--- src/rtl/core/pbkdf_pkg.sv ---
package pbkdf_pkg;

  localparam int CHAR_W  = 8;
  localparam int ITER_W  = 20;
  localparam int ACCUM_W = 24;

  typedef struct packed {
    logic              byte_valid;
    logic [CHAR_W-1:0] byte_value;
    logic              byte_field;
    logic              done_res;
    logic              well_formed;
    logic              prefix_seen;
    logic [ITER_W-1:0] iterations;
  } pbkdf_res_t;

endpackage

--- src/rtl/core/pbkdf2_hash_string_validator.sv ---
// An accepted request is held in the input stage; its result then enters a two-entry queue.
// Throughput: one character per cycle while that queue has room; it decouples output stalls.
// Characters that complete no hex pair and are not last give no result.
// Reset (rst, synchronous, active high) clears the parser state, the input stage and the queue.
// Parser state also clears after each last character, so the next request starts a new string.
module pbkdf2_hash_string_validator
  import pbkdf_pkg::*;
(
  input  logic        clk,
  input  logic        rst,
  input  logic        s_axis_tvalid,
  output logic        s_axis_tready,
  input  logic [7:0]  s_axis_tdata,   // [7:0] char_in
  input  logic        s_axis_tlast,
  output logic        m_axis_tvalid,
  input  logic        m_axis_tready,
  output logic [31:0] m_axis_tdata,   // [0] byte_valid, [8:1] byte_value, [9] well_formed,
                                      // [10] prefix_seen, [30:11] iterations, [31] zero
  output logic        m_axis_tuser,   // [0] byte_field
  output logic        m_axis_tlast
);

  logic              in_valid;
  logic [CHAR_W-1:0] in_char;
  logic              in_last;
  logic              step;
  logic              res_push;
  pbkdf_res_t        res;
  pbkdf_res_t        head;
  logic              q_full;
  logic              q_not_empty;

  assign step          = in_valid && !q_full;
  assign s_axis_tready = !in_valid || !q_full;

  always_ff @(posedge clk) begin
    if (rst) begin
      in_valid <= 1'b0;
    end else if (s_axis_tvalid && s_axis_tready) begin
      in_valid <= 1'b1;
    end else if (step) begin
      in_valid <= 1'b0;
    end
  end

  always_ff @(posedge clk) begin
    if (s_axis_tvalid && s_axis_tready) begin
      in_char <= s_axis_tdata;
      in_last <= s_axis_tlast;
    end
  end

  pbkdf_parse u_parse (
    .clk      (clk),
    .rst      (rst),
    .step     (step),
    .char_in  (in_char),
    .is_last  (in_last),
    .res_push (res_push),
    .res      (res)
  );

  pbkdf_outq u_outq (
    .clk       (clk),
    .rst       (rst),
    .push      (res_push),
    .push_data (res),
    .pop       (m_axis_tvalid && m_axis_tready),
    .full      (q_full),
    .not_empty (q_not_empty),
    .head      (head)
  );

  assign m_axis_tvalid = q_not_empty;
  assign m_axis_tdata  = {1'b0, head.iterations, head.prefix_seen, head.well_formed,
                          head.byte_value, head.byte_valid};
  assign m_axis_tuser  = head.byte_field;
  assign m_axis_tlast  = head.done_res;

endmodule

--- src/rtl/core/pbkdf_parse.sv ---
module pbkdf_parse
  import pbkdf_pkg::*;
(
  input  logic              clk,
  input  logic              rst,
  input  logic              step,
  input  logic [CHAR_W-1:0] char_in,
  input  logic              is_last,
  output logic              res_push,
  output pbkdf_res_t        res
);

  localparam logic [2:0] PH_PREFIX = 3'd0;
  localparam logic [2:0] PH_ITER   = 3'd1;
  localparam logic [2:0] PH_SALT   = 3'd2;
  localparam logic [2:0] PH_HASH   = 3'd3;

  localparam int                    PREFIX_LEN = 14;
  localparam logic [8*PREFIX_LEN-1:0] PREFIX   = "pbkdf2-sha256$";
  localparam logic [3:0]            PREFIX_LAST = 4'(PREFIX_LEN - 1);
  localparam logic [3:0]            MAX_DIGITS  = 4'd7;
  localparam logic [ACCUM_W-1:0]    MAX_ITER    = 24'd1000000;
  localparam logic [CHAR_W-1:0]     FIELD_SEP   = 8'h24;

  logic [2:0]         phase;
  logic [3:0]         prefix_pos;
  logic [3:0]         digit_count;
  logic [ACCUM_W-1:0] iter_accum;
  logic [3:0]         high_nibble;
  logic               nibble_pending;
  logic               salt_nonempty;
  logic               hash_nonempty;
  logic               failed;

  logic [2:0]         phase_next;
  logic [3:0]         prefix_pos_next;
  logic [3:0]         digit_count_next;
  logic [ACCUM_W-1:0] iter_accum_next;
  logic [3:0]         high_nibble_next;
  logic               nibble_pending_next;
  logic               salt_nonempty_next;
  logic               hash_nonempty_next;
  logic               failed_next;

  logic [3:0]        pchar_idx;
  logic [7:0]        pchar;
  logic [4:0]        hex_val;
  logic              bvalid;
  logic [CHAR_W-1:0] bval;
  logic              bfield;
  logic              ok;

  function automatic logic [4:0] hex_value(input logic [7:0] c);
    logic [4:0] v;
    v = 5'd16;
    if (c inside {[8'h30:8'h39]}) v = {1'b0, c[3:0]};
    else if (c inside {[8'h61:8'h66], [8'h41:8'h46]}) v = 5'(c[2:0]) + 5'd9;
    return v;
  endfunction

  assign pchar_idx = PREFIX_LAST - prefix_pos;
  assign pchar     = PREFIX[{pchar_idx, 3'b000} +: 8];
  assign hex_val   = hex_value(char_in);

  always_comb begin
    phase_next          = phase;
    prefix_pos_next     = prefix_pos;
    digit_count_next    = digit_count;
    iter_accum_next     = iter_accum;
    high_nibble_next    = high_nibble;
    nibble_pending_next = nibble_pending;
    salt_nonempty_next  = salt_nonempty;
    hash_nonempty_next  = hash_nonempty;
    failed_next         = failed;
    bvalid              = 1'b0;
    bval                = '0;
    bfield              = 1'b0;
    if (!failed) begin
      case (phase)
        PH_PREFIX: begin
          if (prefix_pos <= PREFIX_LAST && char_in == pchar) begin
            prefix_pos_next = prefix_pos + 4'd1;
            if (prefix_pos == PREFIX_LAST) phase_next = PH_ITER;
          end else begin
            failed_next = 1'b1;
          end
        end
        PH_ITER: begin
          if (char_in inside {[8'h30:8'h39]}) begin
            if (digit_count >= MAX_DIGITS) begin
              failed_next = 1'b1;
            end else begin
              iter_accum_next = {iter_accum[ACCUM_W-4:0], 3'b000}
                              + {iter_accum[ACCUM_W-2:0], 1'b0}
                              + ACCUM_W'(char_in[3:0]);
              digit_count_next = digit_count + 4'd1;
            end
          end else if (char_in == FIELD_SEP) begin
            if (digit_count == '0 || iter_accum == '0 || iter_accum > MAX_ITER)
              failed_next = 1'b1;
            else
              phase_next = PH_SALT;
          end else begin
            failed_next = 1'b1;
          end
        end
        default: begin
          if (!hex_val[4]) begin
            if (nibble_pending) begin
              bvalid = 1'b1;
              bval   = {high_nibble, hex_val[3:0]};
              if (phase == PH_SALT) begin
                salt_nonempty_next = 1'b1;
              end else begin
                hash_nonempty_next = 1'b1;
                bfield             = 1'b1;
              end
              nibble_pending_next = 1'b0;
            end else begin
              high_nibble_next    = hex_val[3:0];
              nibble_pending_next = 1'b1;
            end
          end else if (char_in == FIELD_SEP && phase == PH_SALT && !nibble_pending
                       && salt_nonempty) begin
            phase_next = PH_HASH;
          end else begin
            failed_next = 1'b1;
          end
        end
      endcase
    end
  end

  assign ok = !failed_next && phase_next == PH_HASH && hash_nonempty_next
              && !nibble_pending_next;

  always_comb begin
    res             = '0;
    res.byte_valid  = bvalid;
    res.byte_value  = bval;
    res.byte_field  = bfield;
    if (is_last) begin
      res.done_res    = 1'b1;
      res.well_formed = ok;
      res.prefix_seen = phase_next != PH_PREFIX;
      res.iterations  = ok ? iter_accum_next[ITER_W-1:0] : '0;
    end
  end

  assign res_push = step && (bvalid || is_last);

  always_ff @(posedge clk) begin
    if (rst || (step && is_last)) begin
      phase          <= PH_PREFIX;
      prefix_pos     <= '0;
      digit_count    <= '0;
      iter_accum     <= '0;
      high_nibble    <= '0;
      nibble_pending <= 1'b0;
      salt_nonempty  <= 1'b0;
      hash_nonempty  <= 1'b0;
      failed         <= 1'b0;
    end else if (step) begin
      phase          <= phase_next;
      prefix_pos     <= prefix_pos_next;
      digit_count    <= digit_count_next;
      iter_accum     <= iter_accum_next;
      high_nibble    <= high_nibble_next;
      nibble_pending <= nibble_pending_next;
      salt_nonempty  <= salt_nonempty_next;
      hash_nonempty  <= hash_nonempty_next;
      failed         <= failed_next;
    end
  end

endmodule

--- src/rtl/core/pbkdf_outq.sv ---
module pbkdf_outq
  import pbkdf_pkg::*;
(
  input  logic       clk,
  input  logic       rst,
  input  logic       push,
  input  pbkdf_res_t push_data,
  input  logic       pop,
  output logic       full,
  output logic       not_empty,
  output pbkdf_res_t head
);

  pbkdf_res_t mem [2];
  logic       wr_ptr;
  logic       rd_ptr;
  logic [1:0] count;

  assign full      = count == 2'd2;
  assign not_empty = count != 2'd0;
  assign head      = mem[rd_ptr];

  always_ff @(posedge clk) begin
    if (push) mem[wr_ptr] <= push_data;
  end

  always_ff @(posedge clk) begin
    if (rst) begin
      wr_ptr <= 1'b0;
      rd_ptr <= 1'b0;
      count  <= '0;
    end else begin
      if (push) wr_ptr <= ~wr_ptr;
      if (pop) rd_ptr <= ~rd_ptr;
      case ({push, pop})
        2'b10:   count <= count + 2'd1;
        2'b01:   count <= count - 2'd1;
        default: count <= count;
      endcase
    end
  end

endmodule
--- config.mk ---
export PLATFORM = sky130hd
export DESIGN_NAME = pbkdf2_hash_string_validator
export DESIGN_NICKNAME = d
export VERILOG_FILES = /design/src/rtl/core/pbkdf_pkg.sv /design/src/rtl/core/pbkdf2_hash_string_validator.sv /design/src/rtl/core/pbkdf_parse.sv /design/src/rtl/core/pbkdf_outq.sv
export SDC_FILE = /design/constraint.sdc
export NUM_CORES = 1
export LEC_CHECK = 0
export BUFFER_PORTS_ARGS = -buffer_cell sky130_fd_sc_hd__buf_2
export CAP_MARGIN = 15
export CORE_UTILIZATION = 40
export CTS_CLUSTER_DIAMETER = 200
export DETAILED_ROUTE_END_ITERATION = 6
export SLEW_MARGIN = 20
export SYNTH_ARGS = -nofsm -noshare
export SYNTH_HDL_FRONTEND = slang
export SYNTH_SLANG_ARGS = --single-unit
--- constraint.sdc ---
create_clock -name clk -period 4.95 [get_ports clk]
set_clock_uncertainty 0.2 [all_clocks]
set_input_delay 0.495 -clock clk [delete_from_list [all_inputs] [get_ports clk]]
set_output_delay 0.495 -clock clk [all_outputs]
set_load 0.01 [all_outputs]
# Yosys cells after proc, flatten, opt, wreduce, memory -nomap -nowiden
# Memory sizes are Yosys's and may differ from the RTL's. A register that Yosys moved wholly into a read port is not among the register bits.
# Cells that the tools add are included.
# op_classes
n_shift	1
n_eq_ne	9
bitwise	7
n_lt_le_gt_ge	9
add_sub_neg	8
reduce_logical	38
muxes	55
# op_table
cell	n
$shiftx A112 B8 Y8 const A	1
$mux W20	5
$mux W1	32
$mux W8	4
$add A24 B24 Y24	1
$add A24 B4 Y24	1
$gt A24 B20 Y1 const B	1
$logic_not A24 Y1	1
$mux W3	8
$mux W23	1
$ge A8 B7 Y1 const B	2
$le A8 B7 Y1 const B	2
$logic_and A1 B1 Y1	15
$mux W5	2
$reduce_and A5 Y1	2
$add A4 B1 Y4 const B	2
$eq A8 B6 Y1 const B	1
$eq A8 B8 Y1	1
$ge A8 B6 Y1 const B	1
$le A8 B6 Y1 const B	1
$reduce_bool A2 Y1	4
$not A1 Y1	7
$eq A3 B2 Y1 const B	2
$pmux W3 S2	1
other kinds (20)	29
# word_totals
elab_cells	144
ramBits	66
output_inout_bits	36
input_bits	13
n_memories	1
register_bits	57
# mem_list
memory	words	word_bits	read_ports	rd_clocked_by_memory_dff	wr	line	text
u_outq.mem	2	33	1	1	1	pbkdf_outq.sv:14	pbkdf_res_t mem [2];

# Logic depth before layout (Yosys ltp)
# logic_depth
ltp_word	14
mapped_depth	14
depth_no_buf	14

# By module
# A second synthesis with hierarchy kept.
# hier_totals
hier_cells	705
area_unflattened_um2	7138.1
# by_module_without_submodules
mod	area_each_um2	seq_area_each_um2	instances	cells_per_inst
pbkdf_parse	4221.5	860.8	1	562
pbkdf_outq	2581.2	2082.0	1	125
pbkdf2_hash_string_validator	335.3	290.3	1	18

# Worst setup path after synthesis
# OpenSTA, ideal clock, no wires.
# synth_path
kind	register to register
start	register in_char[1]
end	memory u_outq.mem[0][0] (netlist name), enable pin
synth_period_minus_slack_ns	4.040
arrival_ns	3.417
path_stages_with_launch	11
slack_ns	0.910
setup_time_ns	0.423
required_time_ns	4.327
path_buffers	0
path_cell_list	edfxtp_1 -> inv_1 -> ha_1 -> nor3b_1 -> a2111o_1 -> and2_1 -> inv_1 -> ha_1 -> and2_1 -> o21ai_0 -> nor2_1
# synth_rtl
element	line	text
start, declared	pbkdf2_hash_string_validator.sv:24	logic [CHAR_W-1:0] in_char;
start signal, assigned	pbkdf2_hash_string_validator.sv:48	in_char <= s_axis_tdata;
end, declared	pbkdf_outq.sv:14	

==> results.sh <==
export IMPL_status="completed"
export IMPL_ir_drop_mv=0.241
export IMPL_fmax_ghz=0.256
export IMPL_synth_cell_types=67
export IMPL_vias=5248
export IMPL_clk_pin_slew_ps=60
export IMPL_dr_pass1_iters=5
export IMPL_netlist_area_mm2=0.00722
export IMPL_cp_end_kind="flop"
export IMPL_cp_required_ps=5110
export IMPL_synth_edff_count=75
export IMPL_grtUsageMet2=0.284
export IMPL_synth_top_area_frac=0.312
export IMPL_reg2reg_slack_ps=1040
export IMPL_async_flop_share=0
export IMPL_grt_first_pass_wirelength_um=26000
export IMPL_syn_nets=770
export IMPL_die_area_mm2=0.0186
export IMPL_vias_per_cell=5.37
export IMPL_postRouteAntennaNets=0
export IMPL_grt_use_met3=0.0511
export IMPL_hold_class="input pin to flop"
export IMPL_ctsHoldBuffers=0
export IMPL_cts_setup_buffers=0
export IMPL_cts_max_level=4
export IMPL_p_per_area_mw_per_mm2=319
export IMPL_core_area_mm2=0.0175
export IMPL_worst_pin_slew_ps=892
export IMPL_avgSynthCellArea_um2=10.4
export IMPL_layout_drive_gt1_share=0.207
export IMPL_clock_latency_ps=430
export IMPL_gp_congestion=0.900
export IMPL_hold_violations=0
export IMPL_drc=0
export IMPL_dp_hpwl_um=11500
export IMPL_track_usage=0.183
export IMPL_yosys_top_cells_area="edfxtp_1, dfxtp_1, ha_1, mux2_2, a21oi_1"
export IMPL_synthMostInstantiatedCell="edfxtp_1"
export IMPL_maxCapViolations=0
export IMPL_port_buffers=47
export IMPL_synthCells=694
export IMPL_rsz0062_at_grt="no"
export IMPL_cts_tree="built"
export IMPL_setup_viol=0
export IMPL_critPathArrivalTime_ps=4070
export IMPL_setup_tns_ps=0
export IMPL_synth_area_leader_cell="edfxtp_1"
export IMPL_critPathLaunchType="flop"
export IMPL_netlist_top_cells_count="edfxtp_1, nor2_1, ha_1"
export IMPL_grt_pass1_vias=5142
export IMPL_drtIter0Drc=301
export IMPL_cts_resized=0
export IMPL_path_class="flop to flop"
export IMPL_worstPathMaxFanout=6
export IMPL_num_rows=48
export IMPL_fp_dieH_um=136
export IMPL_antenna_found_initial=0
export IMPL_holdWs_ps=37.4
export IMPL_finalCritPeriodShare=0.790
export IMPL_cts_buffer_depth=2
export IMPL_grt_max_degree=42
export IMPL_grt_use_met1=0.250
export IMPL_cts_buffers=17
export IMPL_area_growth_pct=14.9
export IMPL_grt_remaining_overflow=0
export IMPL_ys_seq_area_frac=0.448
export IMPL_top_usage_layer="met2"
export IMPL_initial_utilization=0.413
export IMPL_min_period_ps=3910
export IMPL_yosys_warnings=0
export IMPL_p_leak_nw=3.45
export IMPL_num_io_pins=49
export IMPL_cts_sinks=124
export IMPL_synth_seq_cells=124
export IMPL_final_core_util=0.475
export IMPL_synthFlopType="edfxtp_1"
export IMPL_drv_slew=0
export IMPL_root_buffer="clkbuf_16"
export IMPL_nNetsFinal=816
export IMPL_slew_headroom=0.406
export IMPL_wl_per_cell_um=16.4
export IMPL_drt_wl_total_um=16000
export IMPL_fp_dieW_um=136
export IMPL_diodes=0
worst max-delay path: stages, from the launching register on:
cell	delay (ps)
edfxtp_1	550
inv_1	170
ha_1	240
nor3b_1	240
o21ai_0	100
nand3_1	190
and2_1	250
inv_1	100
ha_1	180
and2_1	170
o21ai_0	570
ha_1	370
or3_1	370
a21oi_1	130
path summary, 6_finish.rpt:
path                                                            to  depth (start not counted)                               start
worst min register to register  u_parse.salt_nonempty$_SDFFE_PP0P_                          2  u_parse.salt_nonempty$_SDFFE_PP0P_
worst max register to register        u_outq.count[1]$_SDFFE_PP0P_                         13                in_char[1]$_DFFE_PP_
worst min-delay path                             in_last$_DFFE_PP_                          1                        s_axis_tlast
worst max-delay path                  u_outq.count[1]$_SDFFE_PP0P_                         13                in_char[1]$_DFFE_PP_
flip-flops by register name (all words and copies together), names as in the netlist, named ones only:
| name | count |
|---|---|
| in_char | 8 |
| in_last | 1 |
| in_valid | 1 |
| u_outq.count | 2 |
| u_outq.mem | 66 |
| u_outq.rd_ptr | 1 |
| u_outq.wr_ptr | 1 |
| u_parse.digit_count | 4 |
| u_parse.failed | 1 |
| u_parse.hash_nonempty | 1 |
| u_parse.high_nibble | 4 |
| u_parse.iter_accum | 24 |
| u_parse.nibble_pending | 1 |
| u_parse.phase | 3 |
| u_parse.prefix_pos | 4 |
| u_parse.salt_nonempty | 1 |
cell type report:
type | instances | area, um^2
clock inverters | 15 | 196
clock buffers | 17 | 425
flip-flops and latches | 124 | 3230
multi-input cells | 520 | 3780
well taps | 225 | 282
fillers | 1625 | 9180
inverters | 22 | 82.6
repair buffers | 55 | 295
per-layer routing:
layer,vias to the layer above,wire [um]
li1,2627,-
met1,2498,7820
met2,110,7190
met3,13,830
met4,0,158
met5,-,0
cells in the final DEF (no fill, tap or decap), types with 8 or more instances in the layout:
cell type,n
nand3_1,13
buf_4,8
xnor2_1,19
mux2i_1,24
nor3_1,17
a211oi_1,10
edfxtp_1,75
dfxtp_1,49
nor2_1,60
inv_1,21
a21oi_1,50
nor2_2,21
o21ai_0,16
buf_2,47
ha_1,61
and2_1,12
a21o_1,11
inv_6,8
mux2_2,33
nand2_1,58
clkbuf_16,17
xor2_1,10
cells by family (layout without fill, tap and decap cells):
logic type | count (synthesis) | in the layout | synth area share
AO/OA/AOI/OAI | 132 | 132 | 0.119
XOR/XNOR | 31 | 31 | 0.0413
adder cells (fa/ha/maj) | 63 | 63 | 0.111
buffers and inverters | 50 | 109 | 0.0288
flip-flops | 124 | 124 | 0.448
multiplexers | 58 | 58 | 0.0868
other | 1 | 1 | 0.000520
AND/OR/NAND/NOR | 235 | 235 | 0.164
stage by stage:
| step | instance area (um^2) | setup slack [ps] | total power, mW | std cells |
|---|---|---|---|---|
| CTS | 8300 | 1100 | 2.67 | 978 |
| floorplan | 7220 | 910 | 1.28 | 694 |
| finish | 8300 | 1040 | 2.65 | 978 |
| detailed placement | 7670 | 1180 | 1.35 | 946 |
| global route | 8300 | 859 | 2.74 | 978 |
| global placement | 7670 | 1320 | 1.34 | 946 |
power breakdown:
part	leakage (nW)	switching (mW)	internal, mW	total (mW)
registers	1.15	0.0171	1.11	1.13
clock network	0.308	0.513	0.811	1.32
logic	1.99	0.106	0.0884	0.194
(Power assumes the default switching activity.)
